## src/design/ctp_pkg.sv

```systemverilog
// Shared types and constants of the cooking timer pause controller.
package ctp_pkg;

    localparam logic [2:0] PH_IDLE  = 3'd0;
    localparam logic [2:0] PH_COOK  = 3'd1;
    localparam logic [2:0] PH_WAIT  = 3'd2;
    localparam logic [2:0] PH_PAUSE = 3'd3;
    localparam logic [2:0] PH_ALERT = 3'd4;

    localparam logic OP_TICK  = 1'b0;
    localparam logic OP_START = 1'b1;

    localparam logic [12:0] MAX_START   = 13'd5999;
    localparam logic [13:0] RECIP_60    = 14'd8739;
    localparam logic [5:0]  LAST_SECOND = 6'd59;

    typedef struct packed {
        logic        op;
        logic [12:0] start_seconds;
        logic        stop_pressed;
        logic        resume_pressed;
        logic        door_closed;
    } t_in_item;

    typedef struct packed {
        logic [2:0] phase;
        logic       lamp_on;
        logic       buzzer_on;
        logic [6:0] minutes_left;
        logic [5:0] seconds_left;
        logic       cook_done;
        logic       cook_cancelled;
    } t_out_item;

endpackage

```

## src/design/ctp_core.sv

```systemverilog
// Controller state and the next-state logic for one item.
module ctp_core #(
    parameter int TICKS_PER_SECOND = 100,
    parameter int ALERT_SLOTS      = 6
) (
    input  logic              i_clk,
    input  logic              i_rst_n,
    input  logic              i_fire,
    input  ctp_pkg::t_in_item  i_item,
    output ctp_pkg::t_out_item o_result
);
    import ctp_pkg::*;

    localparam int TW = $clog2(TICKS_PER_SECOND);
    localparam int SW = $clog2(ALERT_SLOTS + 1);

    logic [2:0]    r_phase, n_phase;
    logic [6:0]    r_min, n_min;
    logic [5:0]    r_sec, n_sec;
    logic [TW-1:0] r_tick, n_tick;
    logic [TW-1:0] r_pause, n_pause;
    logic [SW-1:0] r_slots, n_slots;
    logic          r_lamp, n_lamp;
    logic          r_buzzer, n_buzzer;

    logic          done;
    logic          cancel;
    logic          do_advance;
    logic [TW:0]   tick_inc;
    logic          tick_wrap;
    logic [TW:0]   pause_inc;
    logic          pause_wrap;
    logic [SW-1:0] slot_inc;
    logic [6:0]    dec_min;
    logic [5:0]    dec_sec;
    logic          dec_zero;
    logic [12:0]   secs_sat;
    logic [25:0]   prod;
    logic [6:0]    start_min;
    logic [12:0]   start_rem;

    assign tick_inc   = {1'b0, r_tick} + (TW + 1)'(1);
    assign tick_wrap  = tick_inc >= (TW + 1)'(TICKS_PER_SECOND);
    assign pause_inc  = {1'b0, r_pause} + (TW + 1)'(1);
    assign pause_wrap = pause_inc >= (TW + 1)'(TICKS_PER_SECOND);
    assign slot_inc   = r_slots + SW'(1);

    assign dec_sec  = (r_sec == 6'd0) ? LAST_SECOND : r_sec - 6'd1;
    assign dec_min  = (r_sec == 6'd0) ? r_min - 7'd1 : r_min;
    assign dec_zero = (r_min == 7'd0) && (r_sec <= 6'd1);

    // Split of the start time into minutes and seconds by a reciprocal of 60.
    assign secs_sat  = (i_item.start_seconds > MAX_START) ? MAX_START : i_item.start_seconds;
    assign prod      = 26'(secs_sat) * 26'(RECIP_60);
    assign start_min = prod[25:19];
    assign start_rem = secs_sat - (13'({start_min, 6'b0}) - 13'({start_min, 2'b0}));

    always_comb begin
        n_phase    = r_phase;
        n_min      = r_min;
        n_sec      = r_sec;
        n_tick     = r_tick;
        n_pause    = r_pause;
        n_slots    = r_slots;
        n_lamp     = r_lamp;
        n_buzzer   = r_buzzer;
        done       = 1'b0;
        cancel     = 1'b0;
        do_advance = 1'b0;

        if (i_item.op == OP_START) begin
            if (r_phase == PH_IDLE) begin
                n_min    = start_min;
                n_sec    = start_rem[5:0];
                n_tick   = '0;
                n_pause  = '0;
                n_lamp   = 1'b1;
                n_buzzer = 1'b0;
                if (secs_sat == 13'd0) begin
                    n_phase  = PH_ALERT;
                    n_slots  = '0;
                    n_lamp   = 1'b0;
                    done     = 1'b1;
                end else begin
                    n_phase = PH_COOK;
                end
            end
        end else begin
            unique case (r_phase) inside
                PH_COOK: begin
                    if (i_item.stop_pressed || !i_item.door_closed) begin
                        n_pause = '0;
                        n_phase = i_item.stop_pressed ? PH_WAIT : PH_PAUSE;
                    end else begin
                        do_advance = 1'b1;
                    end
                end
                PH_WAIT, PH_PAUSE: begin
                    if (r_phase == PH_PAUSE || !i_item.stop_pressed) begin
                        if (i_item.resume_pressed && i_item.door_closed) begin
                            n_phase    = PH_COOK;
                            n_lamp     = 1'b1;
                            do_advance = 1'b1;
                        end else if (i_item.stop_pressed) begin
                            n_phase = PH_IDLE;
                            n_lamp  = 1'b0;
                            n_min   = '0;
                            n_sec   = '0;
                            n_tick  = '0;
                            n_pause = '0;
                            cancel  = 1'b1;
                        end else begin
                            n_phase = PH_PAUSE;
                            if (pause_wrap) begin
                                n_pause = '0;
                                n_lamp  = ~r_lamp;
                            end else begin
                                n_pause = pause_inc[TW-1:0];
                            end
                        end
                    end
                end
                PH_ALERT: begin
                    if (tick_wrap) begin
                        n_tick = '0;
                        if (slot_inc >= SW'(ALERT_SLOTS)) begin
                            n_slots  = '0;
                            n_lamp   = 1'b0;
                            n_buzzer = 1'b0;
                            n_phase  = PH_IDLE;
                        end else begin
                            n_slots  = slot_inc;
                            n_lamp   = ~r_lamp;
                            n_buzzer = ~r_buzzer;
                        end
                    end else begin
                        n_tick = tick_inc[TW-1:0];
                    end
                end
                default: begin
                end
            endcase
        end

        if (do_advance) begin
            if (tick_wrap) begin
                n_tick = '0;
                if (dec_zero) begin
                    n_phase  = PH_ALERT;
                    n_min    = '0;
                    n_sec    = '0;
                    n_slots  = '0;
                    n_lamp   = 1'b0;
                    n_buzzer = 1'b0;
                    done     = 1'b1;
                end else begin
                    n_min = dec_min;
                    n_sec = dec_sec;
                end
            end else begin
                n_tick = tick_inc[TW-1:0];
            end
        end
    end

    always_ff @(posedge i_clk) begin
        if (!i_rst_n) begin
            r_phase  <= PH_IDLE;
            r_min    <= '0;
            r_sec    <= '0;
            r_tick   <= '0;
            r_pause  <= '0;
            r_slots  <= '0;
            r_lamp   <= 1'b0;
            r_buzzer <= 1'b0;
        end else if (i_fire) begin
            r_phase  <= n_phase;
            r_min    <= n_min;
            r_sec    <= n_sec;
            r_tick   <= n_tick;
            r_pause  <= n_pause;
            r_slots  <= n_slots;
            r_lamp   <= n_lamp;
            r_buzzer <= n_buzzer;
        end
    end

    always_comb begin
        o_result.phase          = n_phase;
        o_result.lamp_on        = n_lamp;
        o_result.buzzer_on      = n_buzzer;
        o_result.minutes_left   = n_min;
        o_result.seconds_left   = n_sec;
        o_result.cook_done      = done;
        o_result.cook_cancelled = cancel;
    end

`ifndef SYNTHESIS
    a_done_enters_alert: assert property (@(posedge i_clk) disable iff (!i_rst_n)
        i_fire && done |=> r_phase == PH_ALERT && r_min == 7'd0 && r_sec == 6'd0)
        else $error("countdown completion did not enter the alert phase");

    a_cancel_to_idle: assert property (@(posedge i_clk) disable iff (!i_rst_n)
        i_fire && cancel |=> r_phase == PH_IDLE && !r_lamp && r_min == 7'd0)
        else $error("cancel did not return to idle with the lamp off");

    a_buzzer_alert_only: assert property (@(posedge i_clk) disable iff (!i_rst_n)
        r_buzzer |-> r_phase == PH_ALERT)
        else $error("buzzer driven outside the alert phase");

    a_seconds_range: assert property (@(posedge i_clk) disable iff (!i_rst_n)
        r_sec <= LAST_SECOND)
        else $error("seconds count out of range");

    a_cook_time_left: assert property (@(posedge i_clk) disable iff (!i_rst_n)
        r_phase == PH_COOK |-> r_min != 7'd0 || r_sec != 6'd0)
        else $error("cooking with no time left");
`endif

endmodule

```

## src/design/cook_timer_pause_controller_unit.sv

```systemverilog
// Top level of the cooking timer pause controller with its transfer registers.
//
// Usage: each input transfer carries one item, either a 10 ms tick with the
// button and door samples or a start command with the cooking time in
// seconds. Every item gives exactly one result transfer with the phase, lamp
// and buzzer drive, the remaining minutes and seconds and the done and
// cancel pulses.
// An accepted item is held in the input register, and the next-state logic
// runs from it into the result register, which offers it to the receiver.
// One item is taken in every cycle unless both registers are full and the
// receiver stalls; the state update is a single pass of logic fed by the
// input register.
// While the receiver stalls, the result register holds its payload and the
// input register holds the next item; further input is stalled only once
// both are full.
// Reset is synchronous and active low: it empties both registers and puts
// the controller in idle with the lamp and buzzer off and no time left.
module cook_timer_pause_controller_unit #(
    parameter int TICKS_PER_SECOND = 100,
    parameter int ALERT_SLOTS      = 6
) (
    input  logic               i_clk,
    input  logic               i_rst_n,
    input  logic               i_in_valid,
    output logic               o_in_stall,
    input  ctp_pkg::t_in_item  i_in_item,
    output logic               o_out_valid,
    input  logic               i_out_stall,
    output ctp_pkg::t_out_item o_out_item
);
    import ctp_pkg::*;

    logic      r_in_valid;
    t_in_item  r_in;
    logic      r_out_valid;
    t_out_item r_out;

    logic      out_busy;
    logic      fire;
    logic      accept_in;
    t_out_item result;

    assign out_busy   = r_out_valid && i_out_stall;
    assign fire       = r_in_valid && !out_busy;
    assign o_in_stall = r_in_valid && out_busy;
    assign accept_in  = i_in_valid && !o_in_stall;

    ctp_core #(
        .TICKS_PER_SECOND(TICKS_PER_SECOND),
        .ALERT_SLOTS     (ALERT_SLOTS)
    ) u_core (
        .i_clk   (i_clk),
        .i_rst_n (i_rst_n),
        .i_fire  (fire),
        .i_item  (r_in),
        .o_result(result)
    );

    always_ff @(posedge i_clk) begin
        if (!i_rst_n) begin
            r_in_valid  <= 1'b0;
            r_out_valid <= 1'b0;
        end else begin
            if (accept_in) begin
                r_in_valid <= 1'b1;
            end else if (fire) begin
                r_in_valid <= 1'b0;
            end
            if (fire) begin
                r_out_valid <= 1'b1;
            end else if (!out_busy) begin
                r_out_valid <= 1'b0;
            end
        end
    end

    always_ff @(posedge i_clk) begin
        if (accept_in) begin
            r_in <= i_in_item;
        end
        if (fire) begin
            r_out <= result;
        end
    end

    assign o_out_valid = r_out_valid;
    assign o_out_item  = r_out;

endmodule
```

## config.mk

```make
export PLATFORM = sky130hd
export DESIGN_NAME = cook_timer_pause_controller_unit
export DESIGN_NICKNAME = d
export VERILOG_FILES = /design/src/design/ctp_pkg.sv /design/src/design/ctp_core.sv /design/src/design/cook_timer_pause_controller_unit.sv
export SDC_FILE = /design/constraint.sdc
export NUM_CORES = 1
export LEC_CHECK = 0
export ABC_AREA = 0
export BUFFER_PORTS_ARGS = -buffer_cell sky130_fd_sc_hd__buf_2
export CAP_MARGIN = 0
export CORE_ASPECT_RATIO = 0.7
export CORE_MARGIN = 8
export CORE_UTILIZATION = 35
export DETAILED_ROUTE_END_ITERATION = 12
export MAX_ROUTING_LAYER = met4
export PLACE_DENSITY = 0.56
export SLEW_MARGIN = 5
export SYNTH_ARGS = -nofsm -noshare
export SYNTH_HDL_FRONTEND = slang
export SYNTH_HIERARCHICAL = 1
export SYNTH_SLANG_ARGS = --single-unit
```

## constraint.sdc

```tcl
create_clock -name i_clk -period 15.7 [get_ports i_clk]
set_input_delay 2.355 -clock i_clk [delete_from_list [all_inputs] [get_ports i_clk]]
set_output_delay 2.355 -clock i_clk [all_outputs]
set_load 0.05 [all_outputs]
```

# Word-level counts from Yosys, hierarchy flattened
# Index checks and enable logic that the tools add are counted.
[op_classes] order_cmp=5 n_reduce_logical=23 n_bitwise=4 eq_ne=13 addsub=7 shifts=0 mul=1 muxes=96 n_div=0
[ops] operator="$mux W7" count=23
[ops] operator="$mux W3" count=20
[ops] operator="$mux W6" count=10
[ops] operator="$mux W1" count=36
[ops] operator="$pmux W7 S2" count=2
[ops] operator="$mul A13 B14 Y26 const B" count=1
[ops] operator="$add A7 B1 Y8 const B" count=2
[ops] operator="$ge A8 B7 Y1 const B" count=2
[ops] operator="$gt A13 B13 Y1 const B" count=1
[ops] operator="$logic_not A13 Y1" count=1
[ops] operator="$mux W13" count=1
[ops] operator="$reduce_and A6 Y1" count=2
[ops] operator="$pmux W3 S3" count=1
[ops] operator="$ne A4 B3 Y1 const B" count=2
[ops] operator="$logic_not A7 Y1" count=1
[ops] operator="$sub A7 B1 Y7 const B" count=1
[ops] operator="$eq A3 B2 Y1 const B" count=2
[ops] operator="$le A6 B1 Y1 const B" count=1
[ops] operator="$logic_and A1 B1 Y1" count=6
[ops] operator="$logic_not A6 Y1" count=1
[ops] operator="$ne A3 B3 Y1 const B" count=2
[ops] operator="$sub A1 B6 Y6 const A" count=1
[ops] operator="$sub A6 B1 Y6 const B" count=1
[ops] operator="$sub A6 B6 Y6" count=1
[ops] operator="19 further kinds" count=28
[word_totals] mem_bits_rw=0 memories=0 romBits=0 inputBits=21 out_inout_bits=22 latchBits=0 ff_bits=74 word_cells=171

# Longest topological paths before layout
# Gate-level depths: netlist (run 1).
[depth] depth_word=11 mapped_depth=26 mapped_depth_nobuf=26

# Cells and area by module
# The synthesis (run 1) kept the hierarchy.
[by_module_without_submodules] mod="ctp_core" cells_per_inst=620 area_each_um2=5086.1 instances=1 seq_area_each_um2=700.7
[by_module_without_submodules] mod="cook_timer_pause_controller_unit" cells_per_inst=45 area_each_um2=1194.9 instances=1 seq_area_each_um2=1151.1

# Worst setup path before layout (run 1)
# Ideal clock, no wire load.
[synth_path] path_type="input to register" startpoint="in i_out_stall" endpoint="reg u_core.r_tick[3]" t_required_ns=15.624 path_buffers=0 arrival_ns=5.870 setup_ns=0.076 cell_stages=6 slack_ns=9.755 path_cell_list="a21boi_0 clkinv_1 a211oi_2 nand2_1 or3_1 a21boi_0"
[synth_between] elab_chain_len=4
[synth_lines] element="from (decl)" line_no="cook_timer_pause_controller_unit.sv:28" rtl="input logic i_out_stall,"
[synth_lines] element="$logic_and A1 B1 Y1" line_no="cook_timer_pause_controller_unit.sv:43" rtl="assign out_busy = r_out_valid && i_out_stall;"
[synth_lines] element="$logic_not A1 Y1"
[synth_lines] element="$logic_and A1 B1 Y1" line_no="cook_timer_pause_controller_unit.sv:44" rtl="assign fire = r_in_valid && !out_busy;"
[synth_lines] element="$reduce_and A6 Y1 (no line)"
[synth_lines] element="to (signal assigned)" line_no="ctp_core.sv:180" rtl="r_tick <= n_tick;"
[synth_lines] element="to (decl)" line_no="ctp_core.sv:20" rtl="logic [TW-1:0] r_tick, n_tick;"
# No other way between the ends.
# A chain may end at the register's enable or synchronous reset.

==> flow_metrics.tcl, run 1 <==
set metrics [dict create \
    yosys.area.top_type "edfxtp_1" \
    initial_core_util_pct 35.3 \
    slew_violations 0 \
    fmaxAchievable_mhz 161 \
    hold_path.class "register to register" \
    clock_latency_ps 330 \
    viasPerCell 5.38 \
    wl_mm 15.6 \
    r2r_setup_slack_ps 9510 \
    core-area_um2 17800 \
    synth_area_leaders "edfxtp_1 18%, ha_1 17%, dfxtp_1 12%" \
    grt_pass1_vias 4762 \
    cts_max_path_buffers 2 \
    antenna_found_initial 0 \
    slowest_stage "fa_1" \
    post-cts-setup-buffers 0 \
    synth-main-ff-cell "edfxtp_1" \
    finalNetCount 825 \
    diodes 0 \
    finalCritPeriodShare_pct 39.5 \
    seq_area_frac_synth_pct 29.5 \
    syn_area_um2 6280 \
    path_clk_slew_ps 60 \
    overflow 0 \
    start_kind "register" \
    outcome "finished, final reports clean" \
    pwr_density_cell_nw_per_um2 112 \
    worst_pin_slew_ps 1110 \
    cts.sinks 74 \
    num_io_pins 43 \
    setup_viol_count_final 0 \
    post-route-min-period_ps 6190 \
    wl_per_cell_um 16.6 \
    vias 5048 \
    required_ps 15870 \
    rsz0062_at_grt "false" \
    yosys_warnings 6 \
    first_iter_violations 310 \
    syn-instance-count 665 \
    cp_cell_sequence "or2_1 > o221ai_1 > nand3_1 > inv_1 > ha_1 > ha_1 > ha_1 > inv_1 > fa_1 > inv_1 > ha_1 > and3_1 > a311o_1 > o221ai_1 > a31oi_1 > o21ai_0 > xnor2_1 > ha_1 > a21o_1 > a21oi_1 > xor2_1 > xnor3_1 > o21ai_0" \
    area_delta_synth_final_pct 11.9 \
    antenna_left 0 \
    tns_ps 0 \
    post_dp_cell_area_um2 6660 \
    numCtsBuffers 9 \
    grt_max_degree 43 \
    cts_tree "done" \
    design_area_um2 7030 \
    synth_common_cells "87 x ha_1, 70 x inv_1, 48 x nand2_1" \
    track_usage_pct 14.2 \
    cts.root.buffer_cell "clkbuf_16" \
    synth_seq_cells 74 \
    synth_top_cell_area_share_pct 17.7 \
    synth_nets 793 \
    die_w_um 176 \
    async_flop_share_pct 0 \
    cpMostUsedCell "ha_1" \
    fin_worst_skew_ps 9.30 \
    place.gp.congestion 0.878 \
    die_area_um2 22600 \
    h-tree-depth 3 \
    yosysMostFrequentCell "ha_1" \
    grt_pass1_wl_mm 25.3 \
    yosysUniqueCellTypes 89 \
    worst-setup-path-type "register to register" \
    critPathArrivalTime_ps 6370 \
    dpl.hpwl_mm 12.3 \
    cts.hold.buffers_added 0 \
    post_cts_resized 0 \
    relSlewSlack_pct 25.1 \
    cp-end-kind "register" \
    vdd_drop_max_v 0.0000528 \
    route.detailed.drc 0 \
    final_layout_size_suffix_gt1_share_pct 13.0 \
    io_buffers 42 \
    drt-pass1-iter-count 5 \
    drv_cap 0 \
    syn_avg_cell_area_um2 9.45 \
    die_h_um 128 \
    p_leak_uw 0.00314 \
    cpPeakStageDelay_ps 520 \
    rows 41 \
    critical_path.max_fanout 7 \
    hold_viol 0 \
    fillerInstances 1744 \
    synth_edf_count 37 \
]
-- path summary, 6_finish.rpt --
check | startpoint | end | cells past startpoint
worst min-delay path | u_core/r_slots[2] | u_core/r_slots[2] | 2
worst max-delay path | r_in[10] | o_out_item[7] | 23
worst min register to register | u_core/r_slots[2] | u_core/r_slots[2] | 2
worst max register to register | r_in[10] | o_out_item[7] | 23
-- placed cells by master (no fill, tap or decap), drive strengths merged, types with 17 or more instances in the layout --
master and n:
ha 87, inv 71, nand2 49, buf 45
o21ai 41, edfxtp 37, dfxtp 37, nor2 33
a21oi 22, fa 20, nand3 17, and3 17
-- metrics by stage --
step                power, uW  util, %  setup slack [ps]  instances  hold WS [ps]
floorplan                 459        -              9750        665           465
global placement          532     37.4              9740        922           474
detailed placement        538     37.4              9580        922           492
CTS                       793     39.5              9550        938           501
global route              840     39.5              9080        938           544
finish                    788     39.5              9510        938           502
-- registers in the layout, summed over array words and instances (netlist names), 3 cells and up --
name	flops
o_out_item	20
r_in	17
u_core/r_min	7
u_core/r_pause	7
u_core/r_phase	3
u_core/r_sec	6
u_core/r_slots	3
u_core/r_tick	7
-- layout make-up --
class / instances / area [um^2] / area share, %
repair buffers: 45 / 233 / 3.31
flip-flops and latches: 74 / 1850 / 26.4
inverters: 72 / 270 / 3.85
well taps: 236 / 295 / 4.20
multi-input cells: 495 / 4010 / 57.1
clock buffers: 12 / 268 / 3.81
clock inverters: 4 / 95.1 / 1.35
-- power by group --
group | internal, uW | switching [uW] | leakage, uW | total (uW)
registers | 218 | 11.7 | 0.000656 | 230
logic | 123 | 185 | 0.00230 | 309
clock network | 169 | 80.2 | 0.000178 | 249
total | 511 | 277 | 0.00314 | 788
-- logic make-up (layout without fill, tap and decap cells) --
kind of cell | after synthesis | count (layout) | share of synthesized area (%)
AOI/OAI and AO/OA | 151 | 151 | 17.4
xor gates and xnor gates | 15 | 15 | 2.31
adders and majority gates | 107 | 107 | 23.7
buffers and inverters | 96 | 133 | 6.89
DFF | 74 | 74 | 29.5
muxes | 10 | 10 | 1.63
and+or+nand+nor | 212 | 212 | 18.6
-- worst max-delay path: cells and delay by family, from the launching register on --
family                   cells  cell delay (ps)
XOR/XNOR                     3              770
AND/OR/NAND/NOR              3              790
buffers and inverters        3              330
adder cells (fa/ha/maj)      6             1940
flip-flops                   1              480
AO/OA/AOI/OAI                8             1730
-- metal layers --
layer,wire length [um],up-vias,track usage [%]
met5,0,-,-
met4,90,0,2.53
met3,788,6,2.27
met2,6170,147,18.9
met1,8540,2429,21.9
li1,-,2466,-
Note: power is estimated with default switching activity, not from simulation.
==> run 2, diff against run 1 <==
==> constraint.sdc (replaced) <==
create_clock -name i_clk -period 5.9 [get_ports i_clk]
set_input_delay 0.885 -clock i_clk [delete_from_list [all_inputs] [get_ports i_clk]]
set_output_delay 0.885 -clock i_clk [all_outputs]
set_load 0.05 [all_outputs]
==> run 2 against run 1 <==
  * Sequential share of layout area shrank 0.63 points
  * Via count grew 0.22%
  * Worst hold slack gained 5.8 ps
  * Power grew to 2.7 times the previous value
  * First-iteration DRC count shrank 20%
  * Non-clock buffer count grew 17
  * Sequential cell count is the same
  * Final area grew 2.5%
  * Critical endpoint unchanged
==> flow_metrics.tcl, run 2 (synthesis gave the netlist of run 1 again) <==
set metrics [dict create \
    largest_reg_flops 20 \
    cts_max_path_buffers 2 \
    num_io_pins 43 \
    drv_cap 0 \
    fin_hold_ws_ps 507 \
    outcome "finished, final reports clean" \
    viasPerCell 5.30 \
    final_cells 955 \
    wl_mm 15.8 \
    worst-setup-path-type "register to register" \
    critPathArrivalTime_ps 5910 \
    path_buf_inv 3 \
    vias 5059 \
    slew_violations 0 \
    dp.cells 935 \
    required_ps 6080 \
    h-tree-depth 3 \
    rows 41 \
    whs_endpoint "u_core/r_slots[1]" \
    r2r_setup_slack_ps 170 \
    antenna_left 0 \
    cpLargestDelayFamily "adder cells" \
    drt-pass1-iter-count 5 \
    hold_depth 2 \
    reg2reg_from "r_in[14]" \
    dpl.hpwl_mm 12.4 \
    min_from "u_core/r_slots[1]" \
    hold_path.class "register to register" \
    setup_ws_ps 170 \
    grt_max_degree 42 \
    place.gp.congestion 0.858 \
    cts_tree "done" \
    p_leak_uw 0.00322 \
    cpMostUsedCell "ha_1" \
    diodes 0 \
    regArea_um2 1850 \
    fmaxAchievable_mhz 175 \
    area_delta_synth_final_pct 14.6 \
    critical_path.max_fanout 4 \
    path_clk_slew_ps 60 \
    numCtsBuffers 9 \
    vdd_drop_max_v 0.000142 \
    timing.rr.end "o_out_item[7]" \
    dpl_worst_slack_ps 132 \
    final_cell_mix "87 x ha_1, 70 x inv_1, 47 x nand2_1, 42 x buf_2" \
    first_iter_violations 248 \
    fin_worst_skew_ps 5.61 \
    final_layout_size_suffix_gt1_share_pct 16.8 \
    cp_cell_sequence "and3b_2 > a21oi_1 > o21ai_1 > or2_4 > ha_1 > inv_1 > ha_1 > ha_1 > inv_1 > fa_1 > inv_1 > ha_1 > nand4_1 > or2_2 > a2111o_1 > a31oi_4 > o21ai_2 > xnor2_1 > ha_1 > a21o_1 > a21oi_1 > xor2_1 > xnor3_1 > o21ai_1" \
    layout_commonest_cell "ha_1" \
    cp-end-kind "register" \
    grt_pass1_wl_mm 25.6 \
    slowest_stage "fa_1" \
    cts.sinks 74 \
    overflow 0 \
    core-area_um2 17800 \
    initial_core_util_pct 35.3 \
    multiInputGateArea_um2 4090 \
    finalCritPeriodShare_pct 97.1 \
    pwr_density_cell_nw_per_um2 297 \
    hold_viol 0 \
    clock_latency_ps 330 \
    die_h_um 128 \
    route.detailed.drc 0 \
    cts.root.buffer_cell "clkbuf_16" \
    finalNetCount 842 \
    antenna_found_initial 0 \
    start_kind "register" \
    grt_pass1_vias 4959 \
    wl_per_cell_um 16.6 \
    worst_pin_slew_ps 1000 \
    ff2ff_path_depth 24 \
    postLayoutCoreUtil_pct 40.4 \
    cpPeakStageDelay_ps 530 \
    track_usage_pct 14.3 \
    fillerInstances 1721 \
    post-route-min-period_ps 5730 \
    die_w_um 176 \
    die_area_um2 22600 \
    io_buffers 42 \
    setup_viol_count_final 0 \
    relSlewSlack_pct 32.9 \
]
[run 2: timing repair]
item,in CTS,in global routing
hold buffers,0,0
endpoints found under the setup margin,0,4
gates resized for setup,0,20
buffers inserted,0,4
[run 2: area by class of cell]
type / count / area share (%)
multi-input cells: 495 / 56.8
flip-flops and latches: 74 / 25.7
repair buffers: 62 / 5.01
well taps: 236 / 4.10
inverters: 72 / 3.75
clock buffers: 11 / 3.23
clock inverters: 5 / 1.43
[run 2: tightest hold or removal path: cells and delay by family (launching register included)]
family / cells / cell delay, ps
DFF: 1 / 320
AOI/OAI and AO/OA: 1 / 70
and+or+nand+nor: 1 / 60
[run 2: where the power goes]
group	total [uW]	internal [uW]	leakage, uW	switching, uW
logic	900	375	0.00240	525
clock network	629	413	0.000160	216
registers	610	581	0.000656	29.0
total	2140	1370	0.00322	769
[run 2: worst max path at each step]
stage | start | endpoint | slack (ps) | cells after the start
floorplan | r_in[15] | o_out_item[7] | 6 | 22
global placement | r_in[15] | o_out_item[7] | 240 | 23
detailed placement | r_in[10] | o_out_item[7] | 130 | 23
CTS | r_in[9] | o_out_item[7] | 120 | 24
global route | r_in[14] | u_core/r_sec[3] | -100 | 24
finish | r_in[14] | o_out_item[7] | 170 | 24
[run 2: routing by layer]
metal / share of wire (%) / wire length [um] / track usage [%]
met1: 55 / 8700 / 21.5
met2: 40 / 6390 / 19.5
met3: 4.2 / 665 / 2.62
met4: 0.56 / 89 / 2.78
met5: 0 / 0 / -
[run 2: through the flow]
step           total power [uW]  cell area, um^2  setup TNS [ps]
4_1_cts                    2100             7100               0
6_report                   2140             7200               0
5_1_grt                    2290             7200            -254
3_5_place_dp               1460             6760               0
2_1_floorplan              1220             6280               0
3_3_place_gp               1440             6760               0
